<file path="src/rtl/nsrc_pkg.sv">
// Shared types, codes and defaults for the notify send/retry controller.
package nsrc_pkg;

  localparam int QUEUE_DEPTH_DEF = 8;

  localparam int MSG_W   = 16;
  localparam int TIME_W  = 32;
  localparam int DELAY_W = 20;
  localparam int RETRY_W = 4;
  localparam int QCNT_W  = 4;
  localparam int CFG_IDX_W = 2;

  // Configuration register indexes
  localparam logic [CFG_IDX_W-1:0] CFG_RETRY_LIMIT      = 2'd0;
  localparam logic [CFG_IDX_W-1:0] CFG_RETRY_DELAY      = 2'd1;
  localparam logic [CFG_IDX_W-1:0] CFG_QUEUE_DELAY      = 2'd2;
  localparam logic [CFG_IDX_W-1:0] CFG_RESPONSE_TIMEOUT = 2'd3;

  localparam logic [RETRY_W-1:0] RETRY_LIMIT_RST      = 4'd3;
  localparam logic [DELAY_W-1:0] RETRY_DELAY_RST      = 20'd1000;
  localparam logic [DELAY_W-1:0] QUEUE_DELAY_RST      = 20'd1000;
  localparam logic [DELAY_W-1:0] RESPONSE_TIMEOUT_RST = 20'd5000;

  // Request types
  localparam logic REQ_ENQUEUE = 1'b0;
  localparam logic REQ_LOOP    = 1'b1;

  // Response line kinds
  typedef enum logic [1:0] {
    LINE_NONE   = 2'd0,
    LINE_OK     = 2'd1,
    LINE_STATUS = 2'd2,
    LINE_TEXT   = 2'd3
  } line_kind_t;

  typedef enum logic [2:0] {
    PH_IDLE    = 3'd0,
    PH_CONNECT = 3'd1,
    PH_SEND    = 3'd2,
    PH_WAIT    = 3'd3,
    PH_SUCCESS = 3'd4,
    PH_ERROR   = 3'd5,
    PH_RETRY   = 3'd6,
    PH_QDELAY  = 3'd7
  } phase_t;

  typedef struct packed {
    logic [RETRY_W-1:0] retry_limit;
    logic [DELAY_W-1:0] retry_wait_ms;
    logic [DELAY_W-1:0] msg_gap_ms;
    logic [DELAY_W-1:0] response_timeout_ms;
  } cfg_t;

  // Queue status seen by the phase machine and the result register
  typedef struct packed {
    logic              empty;
    logic              full;
    logic [MSG_W-1:0]  head;
    logic [QCNT_W-1:0] count;
  } q_stat_t;

  // Per-step strobes from the phase machine
  typedef struct packed {
    logic pop;
    logic send_request;
    logic close_link;
  } fsm_ctl_t;

endpackage

</file>
<file path="src/rtl/notify_send_retry_controller.sv">
// Top level: handshake, configuration registers, queue, phase machine, result register.
//
//  channel | direction | handshake         | payload
//  --------+-----------+-------------------+------------------------------------------
//  in_     | input     | in_valid/in_stall | req_type msg_id now_ms connect_ok line_kind
//  out_    | output    | out_valid/out_stall | accepted phase send_request send_msg_id
//          |           |                   | close_link retry_count queue_count
//  cfg_    | input     | cfg_we            | cfg_index cfg_wdata
//
// One item per cycle while in_stall is low: each accepted item updates the queue
// and phase state at the accepting edge and its result appears in the output
// register the next cycle. The queue head comes from a RAM read of the next head
// address, so back-to-back pops and pushes into an empty queue need no wait.
// in_stall rises only while a result sits in the output register and out_stall is high.
// Synchronous active-low reset; no clearing pass, the queue store is not initialized.
module notify_send_retry_controller #(
  parameter int QUEUE_DEPTH = nsrc_pkg::QUEUE_DEPTH_DEF
) (
  input  logic                           clk,
  input  logic                           rst_n,
  input  logic                           in_valid,
  output logic                           in_stall,
  input  logic                           in_req_type,
  input  logic [nsrc_pkg::MSG_W-1:0]     in_msg_id,
  input  logic [nsrc_pkg::TIME_W-1:0]    in_now_ms,
  input  logic                           in_connect_ok,
  input  logic [1:0]                     in_line_kind,
  output logic                           out_valid,
  input  logic                           out_stall,
  output logic                           out_accepted,
  output logic [2:0]                     out_phase,
  output logic                           out_send_request,
  output logic [nsrc_pkg::MSG_W-1:0]     out_send_msg_id,
  output logic                           out_close_link,
  output logic [nsrc_pkg::RETRY_W-1:0]   out_retry_count,
  output logic [nsrc_pkg::QCNT_W-1:0]    out_queue_count,
  input  logic                           cfg_we,
  input  logic [nsrc_pkg::CFG_IDX_W-1:0] cfg_index,
  input  logic [nsrc_pkg::DELAY_W-1:0]   cfg_wdata
);
  import nsrc_pkg::*;

  cfg_t               cfg_r;
  logic               accept;
  logic               push;
  logic               step_en;
  q_stat_t            qs;
  phase_t             phase_nxt;
  logic [MSG_W-1:0]   cur_id_nxt;
  logic [RETRY_W-1:0] retries_nxt;
  fsm_ctl_t           ctl;
  logic [QCNT_W-1:0]  qcount_nxt;

  logic               out_valid_r, out_valid_nxt;
  logic               accepted_r;
  logic [2:0]         phase_out_r;
  logic               send_req_r;
  logic [MSG_W-1:0]   send_id_r;
  logic               close_r;
  logic [RETRY_W-1:0] retry_r;
  logic [QCNT_W-1:0]  qcount_r;

  // Configuration
  always_ff @(posedge clk) begin
    if (!rst_n) begin
      cfg_r.retry_limit         <= RETRY_LIMIT_RST;
      cfg_r.retry_wait_ms       <= RETRY_DELAY_RST;
      cfg_r.msg_gap_ms          <= QUEUE_DELAY_RST;
      cfg_r.response_timeout_ms <= RESPONSE_TIMEOUT_RST;
    end else if (cfg_we) begin
      unique case (cfg_index)
        CFG_RETRY_LIMIT:      cfg_r.retry_limit         <= cfg_wdata[RETRY_W-1:0];
        CFG_RETRY_DELAY:      cfg_r.retry_wait_ms       <= cfg_wdata;
        CFG_QUEUE_DELAY:      cfg_r.msg_gap_ms          <= cfg_wdata;
        CFG_RESPONSE_TIMEOUT: cfg_r.response_timeout_ms <= cfg_wdata;
        default: begin
        end
      endcase
    end
  end

  assign in_stall = out_valid_r && out_stall;
  assign accept   = in_valid && !in_stall;
  assign push     = accept && (in_req_type == REQ_ENQUEUE) && !qs.full;
  assign step_en  = accept && (in_req_type == REQ_LOOP);

  nsrc_queue #(
    .DEPTH (QUEUE_DEPTH)
  ) u_queue (
    .clk       (clk),
    .rst_n     (rst_n),
    .push      (push),
    .push_data (in_msg_id),
    .pop       (ctl.pop),
    .stat      (qs)
  );

  nsrc_fsm u_fsm (
    .clk         (clk),
    .rst_n       (rst_n),
    .step_en     (step_en),
    .now_ms      (in_now_ms),
    .connect_ok  (in_connect_ok),
    .line_kind   (in_line_kind),
    .cfg         (cfg_r),
    .qs          (qs),
    .phase_nxt   (phase_nxt),
    .cur_id_nxt  (cur_id_nxt),
    .retries_nxt (retries_nxt),
    .ctl         (ctl)
  );

  // Count after this item; push and pop never happen on the same item
  always_comb begin
    priority if (push) begin
      qcount_nxt = qs.count + 1'b1;
    end else if (ctl.pop) begin
      qcount_nxt = qs.count - 1'b1;
    end else begin
      qcount_nxt = qs.count;
    end
  end

  // Result register
  assign out_valid_nxt = accept || (out_valid_r && out_stall);

  always_ff @(posedge clk) begin
    if (!rst_n) begin
      out_valid_r <= 1'b0;
    end else begin
      out_valid_r <= out_valid_nxt;
    end
  end

  always_ff @(posedge clk) begin
    if (accept) begin
      accepted_r  <= push;
      phase_out_r <= 3'(phase_nxt);
      send_req_r  <= ctl.send_request;
      send_id_r   <= cur_id_nxt;
      close_r     <= ctl.close_link;
      retry_r     <= retries_nxt;
      qcount_r    <= qcount_nxt;
    end
  end

  assign out_valid        = out_valid_r;
  assign out_accepted     = accepted_r;
  assign out_phase        = phase_out_r;
  assign out_send_request = send_req_r;
  assign out_send_msg_id  = send_id_r;
  assign out_close_link   = close_r;
  assign out_retry_count  = retry_r;
  assign out_queue_count  = qcount_r;

  // A request goes out only on the step that enters the wait phase
  a_send_enters_wait: assert property (@(posedge clk) disable iff (!rst_n)
    accept && ctl.send_request |=> out_phase == 3'(PH_WAIT))
    else $error("send_request without entering wait phase");

  // Closing the link always lands in retry wait or queue delay
  a_close_target: assert property (@(posedge clk) disable iff (!rst_n)
    accept && ctl.close_link |=>
      (out_phase == 3'(PH_RETRY)) || (out_phase == 3'(PH_QDELAY)))
    else $error("close_link with unexpected next phase");

  // The queue is never pushed when full nor popped when empty
  a_queue_bounds: assert property (@(posedge clk) disable iff (!rst_n)
    !(push && qs.full) && !(ctl.pop && qs.empty))
    else $error("queue overflow or underflow");

  // A pop is only taken by a loop-pass item and starts a connect
  a_pop_connect: assert property (@(posedge clk) disable iff (!rst_n)
    ctl.pop |-> step_en && (phase_nxt == PH_CONNECT) && !push)
    else $error("pop outside idle-to-connect step");

endmodule

</file>
<file path="src/rtl/nsrc_ram.sv">
// Generic single-write, single-read RAM with registered read data.
module nsrc_ram #(
  parameter int WIDTH = 16,
  parameter int DEPTH = 8,
  parameter int AW    = (DEPTH > 1) ? $clog2(DEPTH) : 1
) (
  input  logic             clk,
  input  logic             we,
  input  logic [AW-1:0]    waddr,
  input  logic [WIDTH-1:0] wdata,
  input  logic [AW-1:0]    raddr,
  output logic [WIDTH-1:0] rdata
);

  logic [WIDTH-1:0] mem [DEPTH];
  logic [WIDTH-1:0] rdata_r;

  always_ff @(posedge clk) begin
    if (we) begin
      mem[waddr] <= wdata;
    end
    rdata_r <= mem[raddr];
  end

  assign rdata = rdata_r;

endmodule

</file>
<file path="src/rtl/nsrc_queue.sv">
// Circular message queue: pointers, fill count, store and head bypass.
module nsrc_queue #(
  parameter int DEPTH = nsrc_pkg::QUEUE_DEPTH_DEF
) (
  input  logic                   clk,
  input  logic                   rst_n,
  input  logic                   push,
  input  logic [nsrc_pkg::MSG_W-1:0] push_data,
  input  logic                   pop,
  output nsrc_pkg::q_stat_t      stat
);
  import nsrc_pkg::*;

  localparam int PTR_W = (DEPTH > 1) ? $clog2(DEPTH) : 1;
  localparam int CNT_W = $clog2(DEPTH + 1);
  localparam logic [PTR_W-1:0] PTR_LAST = PTR_W'(DEPTH - 1);
  localparam logic [CNT_W-1:0] CNT_FULL = CNT_W'(DEPTH);

  logic [PTR_W-1:0] rd_ptr_r, rd_ptr_nxt;
  logic [PTR_W-1:0] wr_ptr_r, wr_ptr_nxt;
  logic [CNT_W-1:0] cnt_r, cnt_nxt;
  logic             byp_v_r, byp_v_nxt;
  logic [MSG_W-1:0] byp_data_r;
  logic [MSG_W-1:0] ram_rdata;
  logic [CNT_W+QCNT_W-1:0] cnt_ext;

  always_comb begin
    rd_ptr_nxt = rd_ptr_r;
    wr_ptr_nxt = wr_ptr_r;
    cnt_nxt    = cnt_r;
    if (push) begin
      wr_ptr_nxt = (wr_ptr_r == PTR_LAST) ? '0 : wr_ptr_r + 1'b1;
    end
    if (pop) begin
      rd_ptr_nxt = (rd_ptr_r == PTR_LAST) ? '0 : rd_ptr_r + 1'b1;
    end
    unique case ({push, pop})
      2'b10:   cnt_nxt = cnt_r + 1'b1;
      2'b01:   cnt_nxt = cnt_r - 1'b1;
      default: cnt_nxt = cnt_r;
    endcase
  end

  // The RAM reads the next head address; a write landing on that address in the
  // same cycle returns old data, so the new word is held aside.
  assign byp_v_nxt = push && (wr_ptr_r == rd_ptr_nxt);

  always_ff @(posedge clk) begin
    if (!rst_n) begin
      rd_ptr_r <= '0;
      wr_ptr_r <= '0;
      cnt_r    <= '0;
      byp_v_r  <= 1'b0;
    end else begin
      rd_ptr_r <= rd_ptr_nxt;
      wr_ptr_r <= wr_ptr_nxt;
      cnt_r    <= cnt_nxt;
      byp_v_r  <= byp_v_nxt;
    end
  end

  always_ff @(posedge clk) begin
    if (byp_v_nxt) begin
      byp_data_r <= push_data;
    end
  end

  nsrc_ram #(
    .WIDTH (MSG_W),
    .DEPTH (DEPTH)
  ) u_store (
    .clk   (clk),
    .we    (push),
    .waddr (wr_ptr_r),
    .wdata (push_data),
    .raddr (rd_ptr_nxt),
    .rdata (ram_rdata)
  );

  assign cnt_ext = {{QCNT_W{1'b0}}, cnt_r};

  assign stat.empty = (cnt_r == '0);
  assign stat.full  = (cnt_r == CNT_FULL);
  assign stat.head  = byp_v_r ? byp_data_r : ram_rdata;
  assign stat.count = cnt_ext[QCNT_W-1:0];

endmodule

</file>
<file path="src/rtl/nsrc_fsm.sv">
// Eight-phase connect/send/retry machine with current-message registers.
module nsrc_fsm (
  input  logic                        clk,
  input  logic                        rst_n,
  input  logic                        step_en,
  input  logic [nsrc_pkg::TIME_W-1:0] now_ms,
  input  logic                        connect_ok,
  input  logic [1:0]                  line_kind,
  input  nsrc_pkg::cfg_t              cfg,
  input  nsrc_pkg::q_stat_t           qs,
  output nsrc_pkg::phase_t            phase_nxt,
  output logic [nsrc_pkg::MSG_W-1:0]  cur_id_nxt,
  output logic [nsrc_pkg::RETRY_W-1:0] retries_nxt,
  output nsrc_pkg::fsm_ctl_t          ctl
);
  import nsrc_pkg::*;

  phase_t             phase_r;
  logic [TIME_W-1:0]  start_r, start_nxt;
  logic [MSG_W-1:0]   cur_id_r;
  logic [RETRY_W-1:0] retries_r;
  logic               has_cur_r, has_cur_nxt;
  logic               req_sent_r, req_sent_nxt;
  logic [TIME_W-1:0]  elapsed;
  logic               can_retry;
  line_kind_t         line;

  assign elapsed   = now_ms - start_r;
  assign can_retry = has_cur_r && (retries_r < cfg.retry_limit);
  assign line      = line_kind_t'(line_kind);

  // Next phase
  always_comb begin
    phase_nxt = phase_r;
    if (step_en) begin
      unique case (phase_r)
        PH_IDLE:    if (!has_cur_r && !qs.empty) phase_nxt = PH_CONNECT;
        PH_CONNECT: phase_nxt = connect_ok ? PH_SEND : PH_ERROR;
        PH_SEND:    if (!req_sent_r) phase_nxt = PH_WAIT;
        PH_WAIT: begin
          priority if (line == LINE_OK) begin
            phase_nxt = PH_SUCCESS;
          end else if (line == LINE_STATUS) begin
            phase_nxt = PH_ERROR;
          end else if (elapsed > TIME_W'(cfg.response_timeout_ms)) begin
            phase_nxt = PH_ERROR;
          end else begin
            phase_nxt = phase_r;
          end
        end
        PH_SUCCESS: phase_nxt = PH_QDELAY;
        PH_ERROR:   phase_nxt = can_retry ? PH_RETRY : PH_QDELAY;
        PH_RETRY:   if (elapsed >= TIME_W'(cfg.retry_wait_ms)) phase_nxt = PH_CONNECT;
        PH_QDELAY:  if (elapsed >= TIME_W'(cfg.msg_gap_ms)) phase_nxt = PH_IDLE;
        default:    phase_nxt = phase_r;
      endcase
    end
  end

  // Strobes and per-message registers
  always_comb begin
    ctl          = '0;
    cur_id_nxt   = cur_id_r;
    retries_nxt  = retries_r;
    has_cur_nxt  = has_cur_r;
    req_sent_nxt = req_sent_r;
    if (step_en) begin
      unique case (phase_r)
        PH_IDLE: begin
          if (!has_cur_r && !qs.empty) begin
            ctl.pop     = 1'b1;
            cur_id_nxt  = qs.head;
            retries_nxt = '0;
            has_cur_nxt = 1'b1;
          end
        end
        PH_SEND: begin
          if (!req_sent_r) begin
            ctl.send_request = 1'b1;
            req_sent_nxt     = 1'b1;
          end
        end
        PH_SUCCESS: begin
          ctl.close_link = 1'b1;
          req_sent_nxt   = 1'b0;
          has_cur_nxt    = 1'b0;
        end
        PH_ERROR: begin
          ctl.close_link = 1'b1;
          req_sent_nxt   = 1'b0;
          if (can_retry) begin
            retries_nxt = retries_r + 1'b1;
          end else begin
            has_cur_nxt = 1'b0;
          end
        end
        default: begin
        end
      endcase
    end
  end

  // Every phase change restarts the phase timer
  assign start_nxt = (phase_nxt != phase_r) ? now_ms : start_r;

  always_ff @(posedge clk) begin
    if (!rst_n) begin
      phase_r    <= PH_IDLE;
      start_r    <= '0;
      cur_id_r   <= '0;
      retries_r  <= '0;
      has_cur_r  <= 1'b0;
      req_sent_r <= 1'b0;
    end else begin
      phase_r    <= phase_nxt;
      start_r    <= start_nxt;
      cur_id_r   <= cur_id_nxt;
      retries_r  <= retries_nxt;
      has_cur_r  <= has_cur_nxt;
      req_sent_r <= req_sent_nxt;
    end
  end

endmodule
</file>
<file path="config.mk">
export PLATFORM = sky130hd
export DESIGN_NAME = notify_send_retry_controller
export DESIGN_NICKNAME = d
export VERILOG_FILES = /design/src/rtl/nsrc_pkg.sv /design/src/rtl/notify_send_retry_controller.sv /design/src/rtl/nsrc_ram.sv /design/src/rtl/nsrc_queue.sv /design/src/rtl/nsrc_fsm.sv
export SDC_FILE = /design/constraint.sdc
export NUM_CORES = 1
export LEC_CHECK = 0
export BUFFER_PORTS_ARGS = -buffer_cell sky130_fd_sc_hd__buf_2
export CAP_MARGIN = 40
export CORE_MARGIN = 2
export CORE_UTILIZATION = 60
export DETAILED_ROUTE_END_ITERATION = 16
export GPL_TIMING_DRIVEN = 0
export PLACE_DENSITY = 0.84
export SYNTH_ARGS = -nofsm -noshare
export SYNTH_HDL_FRONTEND = slang
export SYNTH_SLANG_ARGS = --single-unit
</file>
<file path="constraint.sdc">
create_clock -name clk -period 8.9 [get_ports clk]
set_input_delay 0.89 -clock clk [delete_from_list [all_inputs] [get_ports clk]]
set_output_delay 0.89 -clock clk [all_outputs]
set_load 0.05 [all_outputs]
</file>
# Yosys cells after proc, flatten, opt, wreduce, memory -nomap -nowiden
# Memory sizes are Yosys's and may differ from the RTL's. A register that Yosys moved wholly into a read port is not among the register bits.
# Cells that the tools add are included.
[classes]
addsub = 6
n_mul = 0
div = 0
n_lt_le_gt_ge = 4
n_eq_ne = 21
shift = 0
mux = 37
bitwise = 1
reduce_logical = 27
[op_table]
columns = ["op", "count"]
rows = [
  ["32-bit by 20-bit greater-or-equal comparator with 1-bit output", 2],
  ["16-bit 2-to-1 mux", 4],
  ["3-bit 2-to-1 mux", 13],
  ["32-bit by 20-bit greater-than comparator with 1-bit output", 1],
  ["32-bit subtractor", 1],
  ["3-bit one-hot mux with 8 select lines", 1],
  ["4-bit 2-to-1 mux", 5],
  ["3-bit equality test, second input constant", 6],
  ["4-bit one-hot mux with 2 select lines", 2],
  ["2-bit AND reduction", 6],
  ["1-bit 2-to-1 mux", 10],
  ["4-bit by 1-bit adder with 4-bit output, second input constant", 2],
  ["2-bit equality test, second input constant", 4],
  ["1-bit logical AND", 8],
  ["3-bit by 1-bit adder with 3-bit output, second input constant", 2],
  ["2-bit by 1-bit equality test with 1-bit output, second input constant", 3],
  ["3-bit by 2-bit equality test with 1-bit output, second input constant", 2],
  ["4-bit equality test, second input constant", 1],
  ["1-bit logical NOT", 4],
  ["4-bit logical NOT", 1],
  ["4-bit < comparator", 1],
  ["4-bit AND reduction", 1],
  ["2-bit nonzero test", 2],
  ["4-bit by 1-bit subtractor with 4-bit output, second input constant", 1],
  ["other kinds (13)", 13],
]
[word_totals]
regBits = 179
latchBits = 0
mem_bits_rw = 128
romBits = 0
in_bits = 79
out_inout_bits = 32
wordCells = 120
n_memories = 1
[mem_list]
columns = ["memory", "words", "word_bits", "read_ports", "rd_ports_with_merged_regs", "wr", "line_no", "rtl"]
rows = [
  ["u_queue.u_store.mem", 8, 16, 1, 1, 1, "nsrc_ram.sv:15", "logic [WIDTH-1:0] mem [DEPTH];"],
]

# Logic depth before layout (Yosys ltp)
[depth]
depth_word = 9
ltp_mapped = 24
depth_no_buf = 23

# Hierarchy
# A second synthesis with hierarchy kept.
[hier_totals]
hier_cells = 1490
area_unflattened_um2 = 16343.2
[by_module_without_submodules]
columns = ["mod", "instances", "cells_per_inst", "area_each_um2", "seq_area_each_um2"]
rows = [
  ["nsrc_fsm", 1, 837, 6254.7, 1141.1],
  ["nsrc_ram", 1, 214, 5293.8, 4164.0],
  ["notify_send_retry_controller", 1, 340, 3473.3, 2202.1],
  ["nsrc_queue", 1, 99, 1321.3, 700.7],
]

# Worst setup path before layout
# OpenSTA, ideal clock, no wires.
[synth_timing]
kind = "input port to flip-flop"
start = "in in_now_ms[3] in the netlist's numbering"
end = "reg u_fsm.start_r[10]"
setup_time_ps = 72
arrival_ps = 5011
required_ps = 8828
path_slack_ps = 3817
stages = 22
path_buffers = 1
cell_sequence = "ha_1 a21o_2 a21oi_1 nand2_1 and2_1 o21ai_0 nand2b_1 a21o_1 a21oi_1 xnor2_1 ha_1 nand4_1 a2111oi_0 or4b_2 a21oi_1 o21ai_0 inv_1 and4_2 o31ai_1 a211oi_4 buf_8 mux2i_1"
[synth_via]
elab_chain_cells = 8
elab_cells_between_ends = 12
classes_between = "1 x add/sub; 3 x order compare; 1 x eq/ne; 7 x mux"
[synth_lines]
columns = ["element", "line_no", "rtl"]
rows = [
  ["from (decl)", "notify_send_retry_controller.sv:25", "input logic [nsrc_pkg::TIME_W-1:0] in_now_ms,"],
  ["32-bit subtractor *", "nsrc_fsm.sv:28", "assign elapsed = now_ms - start_r;"],
  ["32-bit by 20-bit greater-than comparator with 1-bit output", "nsrc_fsm.sv:45", "end else if (elapsed > TIME_W'(cfg.response_timeout_ms)) begin"],
  ["3-bit 2-to-1 mux", "nsrc_fsm.sv:45", ""],
  ["3-bit 2-to-1 mux", "nsrc_fsm.sv:43", "end else if (line == LINE_STATUS) begin"],
  ["3-bit 2-to-1 mux", "nsrc_fsm.sv:41", "priority if (line == LINE_OK) begin"],
  ["3-bit one-hot mux with 8 select lines *", "nsrc_fsm.sv:36", "unique case (phase_r)"],
  ["3-bit 2-to-1 mux *", "nsrc_fsm.sv:35", "if (step_en) begin"],
  ["3-bit != test *", "nsrc_fsm.sv:104", "assign start_nxt = (phase_nxt != phase_r) ? now_ms : start_r;"],
  ["to (signal assigned)", "nsrc_fsm.sv:116", "start_r <= start_nxt;"],
  ["to (decl)", "nsrc_fsm.sv:19", "logic [TIME_W-1:0] start_r, start_nxt;"],
]
# Mark *: on every way between the ends. The rest lies on a longest branch, timed or not.
# A chain may end at the register's enable or synchronous reset.

# Worst setup path after layout
[layout_timing]
start = "in in_now_ms[0] in the netlist's numbering"
end = "reg u_fsm.start_r[10]"
# Same word-level chain as after synthesis.

==> results by group <==
Critical path
  • Worst Setup Path Type: in2reg
  • Most frequent CP cell: inv_1
  • Worst Path Buf+Inv: 5
  • Worst path required time: 9.34 ns
  • Largest stage delay on the critical path: 0.70 ns
  • Reg2Reg Setup Slack: 3.22 ns
  • Reg-to-reg critical path startpoint: u_fsm.start_r[1]$_SDFFE_PN0P_
  • Type of element capturing the critical path: flip-flop
  • R2R depth: 21
  • Data arrival time at the worst-slack endpoint: 6.23 ns
  • Maximum fanout count along the critical path: 10
  • Crit path cell chain: buf_2, inv_1, ha_1, inv_1, fa_1, a211oi_1, o21a_1, nor2_1, nor2_1, o21bai_1, a21oi_1, xnor2_1, ha_1, nand2_1, o21ai_0, or4b_2, a21oi_1, o21ai_0, inv_1, and4_2, o31ai_1, a211oi_4, buf_8, mux2i_1
  • Reg-to-reg endpoint: u_fsm.start_r[10]$_SDFFE_PN0P_
  • End point of the critical path: u_fsm.start_r[10]$_SDFFE_PN0P_
  • Critical Path Source: in_now_ms[0]
  • Depth of the critical timing path with buffers and inverters included: 24
  • CP delay by family, top: compound AO/OA/AOI/OAI gates
  • Category of the worst setup path launch point: input port
  • Slowest stage cell on the critical path: a211oi_4

Layout
  • Fill cells: 1865
  • Synthesis-to-layout area growth: 14.64%
  • Post-route standard cell area excluding fillers: 18470 um2
  • Share of post-route cells with drive strength above 1: 0.1182
  • Utilization after layout: 0.7046
  • Count of nets after finishing: 1999

Drt
  • Total Routed Length: 40620 um
  • Overall via count from detail_route: 12960
  • Antenna violation net count after detailed routing: 0
  • Detailed-routing iteration count for the pre-antenna-repair pass: 6
  • Total DRC errors in the routed layout: 0
  • Number of vias per cell: 5.942
  • Wire length per cell after detailed routing: 18.62 um
  • Initial detailed-routing violation count: 1083

Yosys
  • Cell types with the largest area share after synthesis: edfxtp_1, dfxtp_1, nand2_1
  • Primary FF master, synth: edfxtp_1
  • Count of flip-flops with a built-in enable after synthesis: 174
  • Post-synthesis sequential element count: 323
  • Number of synthesis warnings: 0
  • Average cell area after synthesis: 9.720 um2
  • Portion of synthesized cell area occupied by the leading cell type: 0.3244
  • Fraction of registers with async set/reset: 0
  • Netlist area before placement: 16110 um2
  • Cell type with the highest aggregate area in the netlist: edfxtp_1
  • Post-synth net total: 1839
  • Number of library cell types mapped by synthesis: 73
  • Synthesized netlist cell count: 1657
  • Register area share after synthesis: 0.5096

Power and ir drop
  • Cell internal power dissipation: 2684 uW
  • Leakage dissipation: 0.007419 uW
  • Clock power share: 0.408
  • Pwr per Cell Area: 197.6 nW/um2
  • Relative contribution of sequential cells to total power: 0.449
  • Switching power total: 964.6 uW
  • Peak VDD IR: 0.0002207 V
  • Fraction of power spent switching nets: 0.2644
  • Part of the total power dissipated in combinational logic: 0.143

Timing
  • Pin slew with the least headroom to its limit: 0.9044 ns
  • Setup skew after layout: 0.02869 ns
  • Fin Setup TNS: 0 ns
  • Number of endpoints with negative hold slack in the final report: 0
  • F_max: 0.1725 GHz
  • Setup WS post-layout: 3.104 ns
  • Count of endpoints failing setup in the final report: 0
  • Final period demand of the worst path: 5.796 ns
  • Max-slew violations: 0
  • Worst slew margin relative to its limit: 0.3971
  • Setup repair after global routing missed its margin: no
  • Final critical-path share of the clock period: 0.6513

Global routing
  • Total track usage: 0.2871
  • Global-route wire length before repair: 64480 um
  • GR met2 Demand/Resource: 0.5075
  • Global route overflow: 0
  • Routing usage on met3: 0.04067
  • Grt peak-use layer: met2
  • Maximum number of pins on one net before global-route repair: 18
  • Grt met1 use: 0.3449
  • Initial antenna violation count: 2
  • Number of global-route vias before repair: 12980

Clock tree
  • Number of clock sinks seen by CTS: 323
  • Resized Gates After CTS: 0
  • Number of H-tree levels: 2
  • Root buffer cell: clkbuf_16
  • Inserted Clock Buffers: 35
  • Clock insertion delay at the later pin of the skew report: 0.54 ns
  • CTS Hold Bufs: 0
  • Number of buffers on the longest clock path: 3
  • Setup bufs post-CTS: 0
  • CTS tree: built
  • Register clock-pin slew on the reported worst setup and hold paths: 0.06 ns

Placed design
  • HPWL Detailed: 29200 um
  • Placed standard-cell area: 17250 um2
  • PortBufs: 108
  • Worst Setup Slack post-DPL: 2.719 ns
  • Routability-driven placement congestion ratio: 0.9146

Floorplan
  • Ports: 111
  • Initial cell density of the core: 0.6146
  • Die height: 167.8 um
  • Die outline width: 167.8 um
  • Die Footprint: 28170 um2
  • Core Box Area: 26210 um2
  • FP Rows: 59

Run
  • Max-cap violations: 0

Hold path
  • Type of the tightest min-delay check: reg2reg
  • Origin of the worst min-delay path: u_fsm.start_r[27]$_SDFFE_PN0P_

Run status
  • Result of the run: finished clean
## sequential cells by signal (all words and copies together) (netlist names), 4 cells and up
signal and flops:
cfg_r 64, u_queue.byp_data_r 16, u_queue.u_store.rdata 16, u_fsm.cur_id_r 16, out_retry_count 4, u_queue.cnt_r 4
u_fsm.retries_r 4, u_queue.u_store.mem 128, out_send_msg_id 16, u_fsm.start_r 32, out_queue_count 4
## layout make-up
class	count	area (um2)	area share
tap	335	419.2	0.02270
buffer	80	411.6	0.02229
clock buffer	47	992.2	0.05373
inverter	112	420.4	0.02277
multi-input combinational	1142	7114	0.3853
antenna	2	5.005	0.0002710
timing repair buffer	123	688.2	0.03727
sequential	323	8208	0.4445
clock inverter	17	206.4	0.01118
## per-layer routing
metal	wire, um	up-vias
li1	-	6123
met1	15950	6137
met2	20020	553
met3	2783	146
met4	1856	0
met5	0	-
## power groups by stage
stage	logic (uW)	clock network [uW]	registers, uW
2_1_floorplan	312	0	1700
4_1_cts	516	1500	1640
3_3_place_gp	486	0	1670
3_5_place_dp	508	0	1670
5_1_grt	573	1560	1640
6_report	521	1490	1640
## cell usage after synthesis, drive strengths merged (3+ instances only)
cell type and number:
a2111oi 5, a211o 5, a211oi 10, a21boi 51, a21o 26, a21oi 63
a221oi 5, a31oi 4, a41oi 3, and2 32, and3 3, and3b 3
buf 14, clkbuf 60, dfxtp 149, dlygate4sd3 4, edfxtp 174, ha 102
inv 112, mux2i 54, nand2 383, nand2b 11, nand3 90, nand3b 3
nand4 20, nor2 41, nor2b 12, nor3 16, nor3b 6, nor4 6
o2111ai 4, o211ai 26, o21a 6, o21ai 82, o21bai 7, o31ai 5
or3 4, xnor2 24, xor2 10
## through the flow
step / total power [uW] / hold slack, ns / instances
floorplan: 2015 / 0.4380 / 1657
global placement: 2155 / 0.4437 / 2100
detailed placement: 2179 / 0.4534 / 2114
CTS: 3656 / 0.4660 / 2178
global route: 3773 / 0.4840 / 2180
finish: 3649 / 0.4603 / 2181
## placed cells by master (no fill, tap or decap), types with 11 or more instances in the layout
cell	netlist	layout
a21boi_0	51	51
nor2_1	41	40
nor2b_1	12	12
nor3_1	15	13
edfxtp_1	174	174
clkbuf_1	59	65
buf_2	4	112
clkbuf_16	0	36
and2_1	31	31
inv_1	112	112
a21oi_1	63	63
o211ai_1	25	25
dfxtp_1	149	149
mux2i_1	54	54
nand2b_1	11	11
buf_4	1	12
xnor2_1	24	24
nand4_1	20	20
ha_1	102	102
a21o_1	24	24
o21ai_0	79	79
nand3_1	90	90
nand2_1	383	383
## logic make-up after synthesis
logic type / count (synthesis) / synth area share
AOI/OAI and AO/OA: 312 / 0.1276
xor gates and xnor gates: 34 / 0.01849
adders and majority gates: 103 / 0.08048
buffers and inverters: 192 / 0.05166
DFF: 323 / 0.5096
muxes: 54 / 0.03356
and+or+nand+nor: 639 / 0.1786
## worst min path at each step
| stage | to | slack (ns) | cells past startpoint |
|---|---|---|---|
| floorplan | u_fsm.start_r[10]$_SDFFE_PN0P_ | 0.44 | 2 |
| global placement | u_fsm.start_r[7]$_SDFFE_PN0P_ | 0.44 | 2 |
| detailed placement | u_fsm.start_r[8]$_SDFFE_PN0P_ | 0.45 | 2 |
| CTS | cfg_r[52]$_SDFFE_PN0P_ | 0.47 | 2 |
| global route | u_fsm.start_r[26]$_SDFFE_PN0P_ | 0.48 | 2 |
| finish | u_fsm.start_r[27]$_SDFFE_PN0P_ | 0.46 | 2 |
## tightest hold or removal path, cell delays in order, from the launching register on
cell     delay, ns
dfxtp_1       0.30
nand2_1       0.05
mux2i_1       0.06
Note: power is estimated with default switching activity, not from simulation.
